## src/rtl/core/rbl_pkg.sv

```systemverilog
// Shared constants and types of the block level meter.
`default_nettype none

package rbl_pkg;

	// Default longest block, in counted samples.
	localparam int MAX_BLOCK_DEF = 1024;

	// Fixed field widths.
	localparam int SAMPLE_W = 16;
	localparam int LEVEL_W  = 16;
	localparam int BSAMP_W  = 11;

	// A squared magnitude is at most 2^30.
	localparam int SQ_W = 31;

	// Status of the block queue, seen by both of its neighbors.
	typedef struct packed {
		logic full;
		logic empty;
	} q_stat_t;

endpackage

`default_nettype wire

```

## src/rtl/core/rbl_if.sv

```systemverilog
// Handshake channels of the block level meter: sample items in, level items out.
`default_nettype none

interface rbl_in_if;
	logic                                 valid;
	logic                                 ready;
	logic signed [rbl_pkg::SAMPLE_W-1:0]  sample;
	logic                                 sample_valid;
	logic                                 block_end;

	modport source (output valid, output sample, output sample_valid, output block_end,
		input ready);
	modport sink (input valid, input sample, input sample_valid, input block_end,
		output ready);
endinterface

interface rbl_out_if;
	logic                          valid;
	logic                          ready;
	logic [rbl_pkg::LEVEL_W-1:0]   rms_level;
	logic [rbl_pkg::BSAMP_W-1:0]   block_samples;
	logic                          overflow;

	modport source (output valid, output rms_level, output block_samples, output overflow,
		input ready);
	modport sink (input valid, input rms_level, input block_samples, input overflow,
		output ready);
endinterface

`default_nettype wire

```

## src/rtl/core/rms_block_level_meter.sv

```systemverilog
// Top level of the block RMS level meter.
// Usage:
//   audio: one sample item per cycle while audio.ready is high; sample_valid
//   says whether the sample is counted and block_end closes the block. level:
//   one item per block with the integer RMS level (0 to 32768 for 0.0 to 1.0),
//   the sample count and an overflow flag for blocks longer than MAX_BLOCK samples.
//   Throughput is one sample item per cycle while audio.ready is high. The
//   square and accumulate front end has one register stage; a closing item is
//   registered in stage one, and its block totals enter a two-entry queue as
//   it leaves stage one. The back end then takes the block, runs a restoring
//   division and a bit-by-bit square root, and loads the output register. It
//   works on one block at a time; blocks that come faster fill the queue, and
//   a closing item then waits in stage one while the front end holds
//   audio.ready low.
//   A stalled level receiver keeps its result in the output register; the back
//   end finishes its next block and waits, and the queue then fills.
//   Reset clears the accumulators, the queue and any pending result.
`default_nettype none

module rms_block_level_meter #(
	parameter int MAX_BLOCK = rbl_pkg::MAX_BLOCK_DEF
) (
	input  wire logic   clk,
	input  wire logic   arst_n,
	rbl_in_if.sink      audio,
	rbl_out_if.source   level
);

	localparam int CNT_W = $clog2(MAX_BLOCK + 1);
	localparam int SUM_W = rbl_pkg::SQ_W - 1 + CNT_W;
	localparam int Q_W   = SUM_W + CNT_W + 1;

	rbl_pkg::q_stat_t   q_stat;
	logic               push;
	logic               pop;
	logic [SUM_W-1:0]   push_sum;
	logic [CNT_W-1:0]   push_cnt;
	logic               push_ovf;
	logic [Q_W-1:0]     q_out;

	rbl_front #(
		.MAX_BLOCK (MAX_BLOCK),
		.CNT_W     (CNT_W),
		.SUM_W     (SUM_W)
	) u_front (
		.clk      (clk),
		.arst_n   (arst_n),
		.audio    (audio),
		.q_stat   (q_stat),
		.push     (push),
		.push_sum (push_sum),
		.push_cnt (push_cnt),
		.push_ovf (push_ovf)
	);

	rbl_queue #(
		.W (Q_W)
	) u_queue (
		.clk    (clk),
		.arst_n (arst_n),
		.push   (push),
		.din    ({push_sum, push_cnt, push_ovf}),
		.pop    (pop),
		.dout   (q_out),
		.stat   (q_stat)
	);

	rbl_back #(
		.CNT_W (CNT_W),
		.SUM_W (SUM_W)
	) u_back (
		.clk     (clk),
		.arst_n  (arst_n),
		.q_stat  (q_stat),
		.blk_sum (q_out[Q_W-1:CNT_W+1]),
		.blk_cnt (q_out[CNT_W:1]),
		.blk_ovf (q_out[0]),
		.pop     (pop),
		.level   (level)
	);

endmodule

`default_nettype wire

```

## src/rtl/core/rbl_front.sv

```systemverilog
// Front end: takes sample items, squares them and accumulates each block.
`default_nettype none

module rbl_front #(
	parameter int MAX_BLOCK = rbl_pkg::MAX_BLOCK_DEF,
	parameter int CNT_W     = $clog2(MAX_BLOCK + 1),
	parameter int SUM_W     = rbl_pkg::SQ_W - 1 + CNT_W
) (
	input  wire logic               clk,
	input  wire logic               arst_n,
	rbl_in_if.sink                  audio,
	input  wire rbl_pkg::q_stat_t   q_stat,
	output logic                    push,
	output logic [SUM_W-1:0]        push_sum,
	output logic [CNT_W-1:0]        push_cnt,
	output logic                    push_ovf
);

	localparam logic [CNT_W-1:0] MAX_CNT = CNT_W'(MAX_BLOCK);

	logic [CNT_W-1:0]           count_q;
	logic                       ovf_q;
	logic [SUM_W-1:0]           sum_q;

	logic                       v_s1;
	logic                       last_s1;
	logic [rbl_pkg::SQ_W-1:0]   sq_s1;
	logic [CNT_W-1:0]           cnt_s1;
	logic                       ovf_s1;

	logic                       stall;
	logic                       accept;
	logic                       room;
	logic                       counted;
	logic [rbl_pkg::SAMPLE_W-1:0] raw;
	logic [rbl_pkg::SAMPLE_W-1:0] mag;
	logic [2*rbl_pkg::SAMPLE_W-1:0] square;
	logic [CNT_W-1:0]           count_nx;
	logic                       ovf_nx;
	logic [SUM_W-1:0]           sum_nx;

	// A closing item in stage one waits while the queue is full.
	assign stall       = v_s1 && last_s1 && q_stat.full;
	assign audio.ready = !stall;
	assign accept      = audio.valid && audio.ready;

	// Count and overflow decision for the item being accepted.
	always_comb begin
		raw      = audio.sample;
		mag      = raw[rbl_pkg::SAMPLE_W-1] ? (~raw + 1'b1) : raw;
		square   = mag * mag;
		room     = count_q < MAX_CNT;
		counted  = audio.sample_valid && room;
		count_nx = count_q + CNT_W'(counted);
		ovf_nx   = ovf_q || (audio.sample_valid && !room);
	end

	// Block totals handed to the queue when the closing item leaves stage one.
	assign sum_nx   = sum_q + SUM_W'(sq_s1);
	assign push     = v_s1 && last_s1 && !q_stat.full;
	assign push_sum = sum_nx;
	assign push_cnt = cnt_s1;
	assign push_ovf = ovf_s1;

	// Count and overflow state, updated at acceptance.
	always_ff @(posedge clk or negedge arst_n) begin
		if (!arst_n) begin
			count_q <= '0;
			ovf_q   <= 1'b0;
		end else if (accept) begin
			if (audio.block_end) begin
				count_q <= '0;
				ovf_q   <= 1'b0;
			end else begin
				count_q <= count_nx;
				ovf_q   <= ovf_nx;
			end
		end
	end

	// Stage one: the registered square and the block snapshot.
	always_ff @(posedge clk or negedge arst_n) begin
		if (!arst_n) begin
			v_s1    <= 1'b0;
			last_s1 <= 1'b0;
			sq_s1   <= '0;
			cnt_s1  <= '0;
			ovf_s1  <= 1'b0;
		end else if (!stall) begin
			v_s1 <= accept;
			if (accept) begin
				last_s1 <= audio.block_end;
				sq_s1   <= counted ? square[rbl_pkg::SQ_W-1:0] : '0;
				cnt_s1  <= count_nx;
				ovf_s1  <= ovf_nx;
			end
		end
	end

	// Sum of squares, cleared as each block is handed on.
	always_ff @(posedge clk or negedge arst_n) begin
		if (!arst_n) begin
			sum_q <= '0;
		end else if (v_s1 && !stall) begin
			sum_q <= last_s1 ? '0 : sum_nx;
		end
	end

endmodule

`default_nettype wire

```

## src/rtl/core/rbl_queue.sv

```systemverilog
// Two-entry queue of finished block totals between the front and back ends.
`default_nettype none

module rbl_queue #(
	parameter int W = 53
) (
	input  wire logic          clk,
	input  wire logic          arst_n,
	input  wire logic          push,
	input  wire logic [W-1:0]  din,
	input  wire logic          pop,
	output logic [W-1:0]       dout,
	output rbl_pkg::q_stat_t   stat
);

	logic [W-1:0] entry_q [2];
	logic         wr_ptr_q;
	logic         rd_ptr_q;
	logic [1:0]   fill_q;

	assign dout       = entry_q[rd_ptr_q];
	assign stat.full  = fill_q == 2'd2;
	assign stat.empty = fill_q == 2'd0;

	// Entry storage.
	always_ff @(posedge clk) begin
		if (push) begin
			entry_q[wr_ptr_q] <= din;
		end
	end

	// Pointers and fill level; callers never push when full or pop when empty.
	always_ff @(posedge clk or negedge arst_n) begin
		if (!arst_n) begin
			wr_ptr_q <= 1'b0;
			rd_ptr_q <= 1'b0;
			fill_q   <= 2'd0;
		end else begin
			if (push) begin
				wr_ptr_q <= !wr_ptr_q;
			end
			if (pop) begin
				rd_ptr_q <= !rd_ptr_q;
			end
			fill_q <= fill_q + 2'(push) - 2'(pop);
		end
	end

endmodule

`default_nettype wire

```

## src/rtl/core/rbl_back.sv

```systemverilog
// Back end: divides each block sum by its count, takes the square root, holds the result.
`default_nettype none

module rbl_back #(
	parameter int CNT_W = 11,
	parameter int SUM_W = 41
) (
	input  wire logic               clk,
	input  wire logic               arst_n,
	input  wire rbl_pkg::q_stat_t   q_stat,
	input  wire logic [SUM_W-1:0]   blk_sum,
	input  wire logic [CNT_W-1:0]   blk_cnt,
	input  wire logic               blk_ovf,
	output logic                    pop,
	rbl_out_if.source               level
);

	localparam int STEP_W = $clog2(SUM_W);
	localparam int RAD_W  = rbl_pkg::SQ_W;
	localparam int ROOT_W = RAD_W + 1;
	localparam logic [ROOT_W-1:0] SBIT_INIT = ROOT_W'(1) << (RAD_W - 1);

	typedef enum logic [1:0] {B_IDLE, B_DIV, B_SQRT, B_DONE} state_t;

	state_t                         state_q;
	logic [SUM_W-1:0]               quot_q;
	logic [CNT_W-1:0]               rem_q;
	logic [CNT_W-1:0]               div_q;
	logic [STEP_W-1:0]              step_q;
	logic [RAD_W-1:0]               srem_q;
	logic [ROOT_W-1:0]              root_q;
	logic [ROOT_W-1:0]              sbit_q;
	logic [rbl_pkg::LEVEL_W-1:0]    level_q;
	logic [rbl_pkg::BSAMP_W-1:0]    bsamp_q;
	logic                           ovf_q;
	logic                           out_valid_q;
	logic [rbl_pkg::LEVEL_W-1:0]    out_level_q;
	logic [rbl_pkg::BSAMP_W-1:0]    out_bsamp_q;
	logic                           out_ovf_q;

	logic [CNT_W:0]                 rem_sh;
	logic [CNT_W:0]                 rem_dif;
	logic                           q_bit;
	logic [CNT_W-1:0]               rem_nx;
	logic [SUM_W-1:0]               quot_nx;
	logic [ROOT_W-1:0]              trial;
	logic [ROOT_W-1:0]              srem_dif;
	logic                           take;
	logic [RAD_W-1:0]               srem_nx;
	logic [ROOT_W-1:0]              root_nx;
	logic [CNT_W+rbl_pkg::BSAMP_W-1:0] cnt_ext;

	assign pop = (state_q == B_IDLE) && !q_stat.empty;

	assign level.valid         = out_valid_q;
	assign level.rms_level     = out_level_q;
	assign level.block_samples = out_bsamp_q;
	assign level.overflow      = out_ovf_q;

	// One restoring division step and one square root step.
	always_comb begin
		rem_sh   = {rem_q, quot_q[SUM_W-1]};
		rem_dif  = rem_sh - {1'b0, div_q};
		q_bit    = rem_sh >= {1'b0, div_q};
		rem_nx   = q_bit ? rem_dif[CNT_W-1:0] : rem_sh[CNT_W-1:0];
		quot_nx  = {quot_q[SUM_W-2:0], q_bit};
		trial    = root_q + sbit_q;
		srem_dif = {1'b0, srem_q} - trial;
		take     = {1'b0, srem_q} >= trial;
		srem_nx  = take ? srem_dif[RAD_W-1:0] : srem_q;
		root_nx  = take ? ((root_q >> 1) + sbit_q) : (root_q >> 1);
		cnt_ext  = {{rbl_pkg::BSAMP_W{1'b0}}, blk_cnt};
	end

	// Sequencer: take a block, divide, root, then hand the result to the output register.
	always_ff @(posedge clk or negedge arst_n) begin
		if (!arst_n) begin
			state_q     <= B_IDLE;
			quot_q      <= '0;
			rem_q       <= '0;
			div_q       <= '0;
			step_q      <= '0;
			srem_q      <= '0;
			root_q      <= '0;
			sbit_q      <= '0;
			level_q     <= '0;
			bsamp_q     <= '0;
			ovf_q       <= 1'b0;
			out_valid_q <= 1'b0;
			out_level_q <= '0;
			out_bsamp_q <= '0;
			out_ovf_q   <= 1'b0;
		end else begin
			// The done state reloads the output register on its own.
			if (out_valid_q && level.ready && (state_q != B_DONE)) begin
				out_valid_q <= 1'b0;
			end
			case (state_q)
				B_IDLE: begin
					if (!q_stat.empty) begin
						quot_q  <= blk_sum;
						rem_q   <= '0;
						div_q   <= blk_cnt;
						step_q  <= STEP_W'(SUM_W - 1);
						bsamp_q <= cnt_ext[rbl_pkg::BSAMP_W-1:0];
						ovf_q   <= blk_ovf;
						srem_q  <= '0;
						root_q  <= '0;
						sbit_q  <= SBIT_INIT;
						// An empty block skips the division and roots zero.
						state_q <= (blk_cnt == '0) ? B_SQRT : B_DIV;
					end
				end
				B_DIV: begin
					quot_q <= quot_nx;
					rem_q  <= rem_nx;
					if (step_q == '0) begin
						// The mean of squares never exceeds 2^30.
						srem_q  <= quot_nx[RAD_W-1:0];
						state_q <= B_SQRT;
					end else begin
						step_q <= step_q - 1'b1;
					end
				end
				B_SQRT: begin
					srem_q <= srem_nx;
					root_q <= root_nx;
					sbit_q <= sbit_q >> 2;
					if (sbit_q[0]) begin
						level_q <= root_nx[rbl_pkg::LEVEL_W-1:0];
						state_q <= B_DONE;
					end
				end
				B_DONE: begin
					if (!out_valid_q || level.ready) begin
						out_valid_q <= 1'b1;
						out_level_q <= level_q;
						out_bsamp_q <= bsamp_q;
						out_ovf_q   <= ovf_q;
						state_q     <= B_IDLE;
					end
				end
				default: begin
					state_q <= B_IDLE;
				end
			endcase
		end
	end

endmodule

`default_nettype wire

```

## src/flat_wrapper.sv

```systemverilog
// flat-port wrapper written by rule: the top's interface ports become plain ports
module rms_block_level_meter_flat 
#(
	parameter int MAX_BLOCK = rbl_pkg::MAX_BLOCK_DEF
)
  (clk, arst_n, audio_valid, audio_sample, audio_sample_valid, audio_block_end, audio_ready, level_valid, level_rms_level, level_block_samples, level_overflow, level_ready);
  rbl_in_if audio_i ();
  rbl_out_if level_i ();
  input  wire logic clk;
  input  wire logic arst_n;
  input wire logic [$bits(audio_i.valid)-1:0] audio_valid;
  input wire logic [$bits(audio_i.sample)-1:0] audio_sample;
  input wire logic [$bits(audio_i.sample_valid)-1:0] audio_sample_valid;
  input wire logic [$bits(audio_i.block_end)-1:0] audio_block_end;
  output wire logic [$bits(audio_i.ready)-1:0] audio_ready;
  output wire logic [$bits(level_i.valid)-1:0] level_valid;
  output wire logic [$bits(level_i.rms_level)-1:0] level_rms_level;
  output wire logic [$bits(level_i.block_samples)-1:0] level_block_samples;
  output wire logic [$bits(level_i.overflow)-1:0] level_overflow;
  input wire logic [$bits(level_i.ready)-1:0] level_ready;
  assign audio_i.valid = audio_valid;
  assign audio_i.sample = audio_sample;
  assign audio_i.sample_valid = audio_sample_valid;
  assign audio_i.block_end = audio_block_end;
  assign audio_ready = audio_i.ready;
  assign level_valid = level_i.valid;
  assign level_rms_level = level_i.rms_level;
  assign level_block_samples = level_i.block_samples;
  assign level_overflow = level_i.overflow;
  assign level_i.ready = level_ready;
  rms_block_level_meter #(.MAX_BLOCK(MAX_BLOCK)) u_core (.clk(clk), .arst_n(arst_n), .audio(audio_i), .level(level_i));
endmodule
```

## config.mk

```make
export PLATFORM = sky130hd
export DESIGN_NAME = rms_block_level_meter_flat
export DESIGN_NICKNAME = d
export VERILOG_FILES = /design/src/rtl/core/rbl_pkg.sv /design/src/rtl/core/rbl_if.sv /design/src/rtl/core/rms_block_level_meter.sv /design/src/rtl/core/rbl_front.sv /design/src/rtl/core/rbl_queue.sv /design/src/rtl/core/rbl_back.sv /design/src/flat_wrapper.sv
export SDC_FILE = /design/constraint.sdc
export NUM_CORES = 1
export LEC_CHECK = 0
export BUFFER_PORTS_ARGS = -buffer_cell sky130_fd_sc_hd__buf_2
export CORE_UTILIZATION = 30
export CTS_BUF_LIST = sky130_fd_sc_hd__clkbuf_8
export DETAILED_ROUTE_END_ITERATION = 8
export GPL_TIMING_DRIVEN = 0
export PLACE_DENSITY_LB_ADDON = 0.25
export SYNTH_ARGS = -nofsm -noshare
export SYNTH_HDL_FRONTEND = slang
export SYNTH_HIERARCHICAL = 1
export SYNTH_SLANG_ARGS = --single-unit
```

## constraint.sdc

```tcl
create_clock -name clk -period 8.5 [get_ports clk]
set_input_delay 1.7 -clock clk [delete_from_list [all_inputs] [get_ports clk]]
set_output_delay 1.7 -clock clk [all_outputs]
set_load 0.1 [all_outputs]
```

==> results of run 1 <==
==> report_power, final <==
| group | internal, uW | switching [uW] | total (uW) |
|---|---|---|---|
| registers | 2310 | 109 | 2420 |
| logic | 4340 | 4950 | 9280 |
| clock network | 989 | 886 | 1880 |
==> flip-flops by register name (all words and copies together) (netlist names), 2 cells and up <==
register / flops
u_core/u_front/push_cnt: 11
u_core/u_back/quot_q: 41
u_core/u_back/sbit_q: 16
u_core/u_back/level_q: 16
u_core/u_back/level.block_samples: 11
u_core/u_back/step_q: 6
u_core/u_back/state_q: 2
u_core/u_back/bsamp_q: 11
u_core/u_back/level.rms_level: 16
u_core/u_back/root_q: 32
u_core/u_back/rem_q: 11
u_core/u_queue/entry_q: 106
u_core/u_front/sum_q: 41
u_core/u_back/srem_q: 31
u_core/u_front/count_q: 11
u_core/u_front/sq_s1: 30
u_core/u_queue/fill_q: 2
==> per-stage QoR <==
step | hold slack, ps | worst slack, ps | instance area, sq um | cells
after floorplan | 442 | -359 | 29900 | 3060
after global placement | 452 | -2000 | 31700 | 4398
after detailed placement | 463 | -2030 | 31900 | 4403
after CTS | 478 | 2.03 | 33700 | 4551
after global routing | 490 | -173 | 34100 | 4570
final | 472 | 47.1 | 34100 | 4571
==> synth_stat cells (71+ instances only) <==
master and number:
nand2_1 387, inv_1 306, dfrtp_1 297, o21ai_0 262, ha_1 212, nor2_1 175
fa_1 167, a21oi_1 111, edfxtp_1 106, xnor2_1 97, clkbuf_1 95, xor2_1 78
nand3_1 71
==> cell families (layout without fill, tap and decap cells) <==
logic type | Yosys count | count (layout)
and+or+nand+nor | 823 | 823
AOI/OAI and AO/OA | 711 | 711
buffers and inverters | 434 | 656
DFF | 403 | 403
adders and majority gates | 379 | 379
xor gates and xnor gates | 177 | 178
muxes | 122 | 122
other | 2 | 12
==> cell type report <==
type / count / area, sq um
diodes: 1 / 2.50
plain buffers: 120 / 614
clock buffers: 88 / 1210
clock inverters: 48 / 294
fillers: 10200 / 64100
inverters: 313 / 1200
multi-input cells: 2224 / 17900
flip-flops and latches: 403 / 10600
well taps: 1287 / 1610
repair buffers: 87 / 643
==> worst paths after layout <==
path / slack, ps / end / depth (start not counted)
setup / recovery: 50 / u_core/u_front/sq_s1[30]$_DFFE_PN0P_ / 28
hold / removal: 470 / u_core/u_back/level.block_samples[9]$_DFFE_PN0P_ / 2
setup reg to reg: 2440 / u_core/u_back/root_q[0]$_DFFE_PN0P_ / 20
hold reg to reg: 470 / u_core/u_back/level.block_samples[9]$_DFFE_PN0P_ / 2
max in group asynchronous: 6320 / u_core/u_front/sum_q[8]$_DFFE_PN0P_ / 2
min in group asynchronous: 1070 / u_core/u_back/rem_q[5]$_DFFE_PN0P_ / 1
==> critical path, stage by stage <==
cell and delay, ps:
buf_4 130, or4_4 510, or3_4 350, or3_4 370, o41ai_4 480, xor2_4 220
buf_12 150, inv_16 50, nand2_4 70, inv_2 40, fa_1 450, fa_1 510
fa_1 440, fa_1 510, fa_1 510, inv_2 40, fa_1 540, inv_2 40
ha_4 210, a21o_1 160, a21oi_2 150, nor2b_2 60, o31a_1 260, o41a_1 360
a31oi_4 210, o311ai_2 110, xnor2_1 150, a22o_1 200
==> routing by layer <==
layer	track usage	vias to the layer above	share of wire
li1	-	10900	-
met1	0.199	10600	0.48
met2	0.246	309	0.47
met3	0.0185	97	0.030
met4	0.0514	0	0.030
met5	0	-	0
==> repair_timing <==
action,4_1_cts,5_1_grt
cloned,0,1
resized for setup,49,67
endpoints found under the setup margin,19,13
pin swaps,21,48
buffers inserted,13,18
==> results.sh, run 1 <==
export IMPL_ios=52
export IMPL_synth_top_cells_by_area="dfrtp_1 25%, fa_1 11%, edfxtp_1 11%, ha_1 8.9%, nand2_1 4.9%"
export IMPL_yosys_area_share_adder=0.202
export IMPL_synth_compound_area_frac=0.154
export IMPL_rows=115
export IMPL_synth_top_family_by_area="adder cells"
export IMPL_finClkSkew_ps=25.8
export IMPL_drc=0
export IMPL_track_usage=0.148
export IMPL_synth_edf_count=106
export IMPL_fp_coreArea_sq_um=98300
export IMPL_max_freq_mhz=118
export IMPL_path_clk_slew_ps=60
export IMPL_arrival_ps=9000
export IMPL_postLayoutCoreUtil=0.347
export IMPL_r2r_start="u_core/u_back/root_q[4]$_DFFE_PN0P_"
export IMPL_routed_wirelength_mm=73.8
export IMPL_synthSimpleGateAreaFrac=0.124
export IMPL_hpwlAfterDp_mm=56.5
export IMPL_hold_violations=0
export IMPL_port_buffers=51
export IMPL_setup_tns_ps=0
export IMPL_rsz0062_at_grt="true"
export IMPL_dr_total_vias=21900
export IMPL_crit_start="audio_sample[4]"
export IMPL_p_per_area_nw_per_um2=398
export IMPL_wl_per_cell_um=16.1
export IMPL_synthArstFlopShare=0.737
export IMPL_drive_above_1_share=0.127
export IMPL_drt_iter0_drc=1134
export IMPL_postCtsHoldBufs=0
export IMPL_final_max_slew_viol_count=0
export IMPL_p_leak_uw=0.0155
export IMPL_grt_overflow=0
export IMPL_ys_seq_area_frac=0.357
export IMPL_avgSynthCellArea_sq_um=9.74
export IMPL_yosysTopAreaCell="dfrtp_1"
export IMPL_vdd_drop_max_mv=0.539
export IMPL_synthMuxAreaShare=0.0503
export IMPL_period_minus_slack_ps=8450
export IMPL_cts_buffer_depth=3
export IMPL_grt_max_degree=107
export IMPL_layout_nets=3626
export IMPL_syn_to_final_growth_pct=14.9
export IMPL_path_class="in -> reg"
export IMPL_cts_root_buffer="clkbuf_8"
export IMPL_yosys_warnings=6
export IMPL_required_ps=9040
export IMPL_yosysTopAreaCellShare=0.250
export IMPL_ys_flop_type="dfrtp_1"
export IMPL_total_power_uw=13600
export IMPL_grt_pass1_vias=22300
export IMPL_first_pass_iters=5
export IMPL_htreeDepth=3
export IMPL_syn_inst=3051
export IMPL_synth_cell_types=91
export IMPL_grt_pass1_wl_mm=120
export IMPL_cts_tree="yes"
export IMPL_outcome="finished clean"
export IMPL_start_kind="input pin"
export IMPL_synth_area_sq_um=29700
export IMPL_drt_antenna_violating_nets=0
export IMPL_drv_cap=0
export IMPL_worstHoldPathType="reg -> reg"
export IMPL_setup_violations=0
export IMPL_hp_start="u_core/u_back/level.block_samples[9]$_DFFE_PN0P_"
export IMPL_cts_num_sinks=403
export IMPL_antenna_found_initial=0
export IMPL_tightest_slew_ps=1150
export IMPL_cts_inserted_buffers=76
export IMPL_end_kind="flip-flop"
export IMPL_initial_core_util=0.302
export IMPL_gp_congestion=0.834
export IMPL_fin_crit_sh=0.994
export IMPL_synth_xor_area_share=0.0529
export IMPL_slew_headroom=0.226
export IMPL_ys_ff_latch=403
export IMPL_vias_per_cell=4.79
export IMPL_die_w_um=317
export IMPL_mostFrequentLayoutCell="nand2_1"
export IMPL_mostFrequentLayoutCells="377 x nand2_1, 317 x inv_1, 297 x dfrtp_1"
export IMPL_fp_dieArea_sq_um=100000
export IMPL_crit_fanout=10
export IMPL_clkLatencyLatePin_ps=660
export IMPL_fp_dieH_um=317
Power figures use the tool's default switching activity.
==> run 2: changes to the inputs <==
- PLACE_DENSITY: default -> 0.49
- PLACE_DENSITY_LB_ADDON: 0.25 -> default
==> run 2 against run 1 <==
  * Non-clock buffer count increased by 4
  * Maximum frequency decreased by 0.37%
  * Worst setup slack got worse by 31 ps
  * Critical endpoint unchanged
==> results.sh, run 2 (synthesis results as in run 1) <==
export IMPL_required_ps=9030
export IMPL_clkLatencyLatePin_ps=670
export IMPL_outcome="finished clean"
export IMPL_path_common_cell="fa_1"
export IMPL_finClkSkew_ps=50.1
export IMPL_grt_max_degree=91
export IMPL_syn_to_final_growth_pct=15.2
export IMPL_wl_per_cell_um=16.5
export IMPL_fin_crit_sh=0.998
export IMPL_cp_slowest_cell="fa_1"
export IMPL_crit_fanout=5
export IMPL_grt_pass1_vias=22200
export IMPL_crit_family="adder cells"
export IMPL_p_leak_uw=0.0155
export IMPL_p_int_uw=8020
export IMPL_layout_nets=3628
export IMPL_drt_iter0_drc=990
export IMPL_dp_cells=4403
export IMPL_arrival_ps=9010
export IMPL_postCtsHoldBufs=0
export IMPL_largest_reg_flops=106
export IMPL_die_w_um=317
export IMPL_vdd_drop_max_mv=0.523
export IMPL_hold_violations=0
export IMPL_setup_violations=0
export IMPL_pwr_share_seq=0.170
export IMPL_swShare=0.436
export IMPL_ios=52
export IMPL_drc=0
export IMPL_fin_hold_ws_ps=470
export IMPL_track_usage=0.150
export IMPL_p_comb_frac=0.697
export IMPL_switching_power_uw=6190
export IMPL_antenna_found_initial=1
export IMPL_mostFrequentLayoutCells="376 x nand2_1, 312 x inv_1, 297 x dfrtp_1"
export IMPL_mostFrequentLayoutCell="nand2_1"
export IMPL_dr_total_vias=22000
export IMPL_vias_per_cell=4.81
export IMPL_hpwlAfterDp_mm=57.9
export IMPL_cp_slowest_stage_delay_ps=540
export IMPL_stdcell_count=4575
export IMPL_max_freq_mhz=118
export IMPL_grt_pass1_wl_mm=121
export IMPL_initial_core_util=0.302
export IMPL_worstHoldPathType="reg -> reg"
export IMPL_first_pass_iters=5
export IMPL_top_register="u_core/u_queue/entry_q"
export IMPL_end_kind="flip-flop"
export IMPL_cts_root_buffer="clkbuf_8"
export IMPL_p_per_area_nw_per_um2=415
export IMPL_path_class="in -> reg"
export IMPL_path_clk_slew_ps=70
export IMPL_grt_overflow=0
export IMPL_drive_above_1_share=0.132
export IMPL_drv_cap=0
export IMPL_fp_dieArea_sq_um=100000
export IMPL_tightest_slew_ps=1050
export IMPL_postLayoutCoreUtil=0.348
export IMPL_clkPwrFrac=0.132
export IMPL_drt_antenna_violating_nets=0
export IMPL_gp_congestion=0.827
export IMPL_htreeDepth=3
export IMPL_fp_coreArea_sq_um=98300
export IMPL_cts_inserted_buffers=75
export IMPL_cts_buffer_depth=3
export IMPL_fp_dieH_um=317
export IMPL_slew_headroom=0.292
export IMPL_final_max_slew_viol_count=0
export IMPL_routed_wirelength_mm=75.5
export IMPL_port_buffers=51
export IMPL_crit_buf_inv=5
export IMPL_cts_tree="yes"
export IMPL_top_regs="u_core/u_queue/entry_q: 106 flops, u_core/u_back/quot_q: 41 flops, u_core/u_front/sum_q: 41 flops"
export IMPL_rows=115
export IMPL_start_kind="input pin"
export IMPL_period_minus_slack_ps=8480
export IMPL_rsz0062_at_grt="true"
export IMPL_cts_num_sinks=403
## run 2: cell types whose count changed in the layout (fill, tap and decap cells not counted), moves of 3 or more
cell	before	now
buf_2	56	53
clkinv_1	5	8
clkinv_2	11	15
clkinv_8	3	0
inv_1	317	312
## run 2: cell type report
class,count,area (sq um)
Inverter,313,1200
Sequential cell,403,10600
Multi-Input combinational cell,2223,18000
Timing Repair Buffer,91,693
Clock buffer,86,1180
Tap cell,1287,1610
Clock inverter,51,318
Buffer,120,617
Fill cell,10200,64100
Antenna cell,1,2.50
## run 2: timing repair
action | in CTS | in global routing
pin swaps | 23 | 40
endpoints found under the setup margin | 19 | 16
gates resized for setup | 50 | 87
setup buffers | 19 | 16
hold endpoints to repair | 0 | 0
## run 2: layer usage
layer / routed length (um) / GRT usage
met4: 1710 / 0.0450
met3: 1880 / 0.0138
met2: 36300 / 0.256
met5: 0 / 0
met1: 35600 / 0.202
## run 2: power by group through the flow
stage / Combinational (uW) / Clock, uW / Sequential, uW
CTS: 8510 / 1960 / 2420
detailed placement: 8050 / 0 / 2450
global route: 11100 / 2040 / 2440
global placement: 8000 / 0 / 2460
floorplan: 6310 / 0 / 2410
finish: 9910 / 1880 / 2420
## run 2: worst register-to-register path: cells and delay by family, from the launching register on
| kind | cells | cell delay (ps) |
|---|---|---|
| compound gates | 12 | 3320 |
| fa+ha+maj | 2 | 720 |
| mux | 1 | 550 |
| simple gates | 3 | 510 |
| flops | 1 | 490 |
| buf+inv | 1 | 290 |
| xor+xnor | 1 | 160 |
## run 2: path summary, 6_finish.rpt
| check | startpoint | end | slack (ps) | cells past startpoint |
|---|---|---|---|---|
| setup reg to reg | u_core/u_back/root_q[4]$_DFFE_PN0P_ | u_core/u_back/root_q[1]$_DFFE_PN0P_ | 2310 | 20 |
| hold / removal | u_core/u_front/push_cnt[2]$_DFFE_PN0P_ | u_core/u_queue/entry_q[0][3]$_DFFE_PP_ | 470 | 0 |
| setup / recovery | audio_sample[6] | u_core/u_front/sq_s1[30]$_DFFE_PN0P_ | 20 | 27 |
| min in group asynchronous | arst_n | u_core/u_back/rem_q[8]$_DFFE_PN0P_ | 990 | 1 |
| max in group asynchronous | arst_n | u_core/u_front/sq_s1[22]$_DFFE_PN0P_ | 6360 | 3 |
| hold reg to reg | u_core/u_front/push_cnt[2]$_DFFE_PN0P_ | u_core/u_queue/entry_q[0][3]$_DFFE_PP_ | 470 | 0 |
## run 2: per-stage QoR
step	instance area, sq um	setup TNS, ps	total power, uW	worst slack [ps]
CTS	33800	0	12900	21.6
global placement	31700	-137720	10500	-2090
finish	34200	0	14200	16.1
global route	34200	-784	15600	-151
detailed placement	31900	-31550	10500	-2080
floorplan	29900	-2420	8720	-359
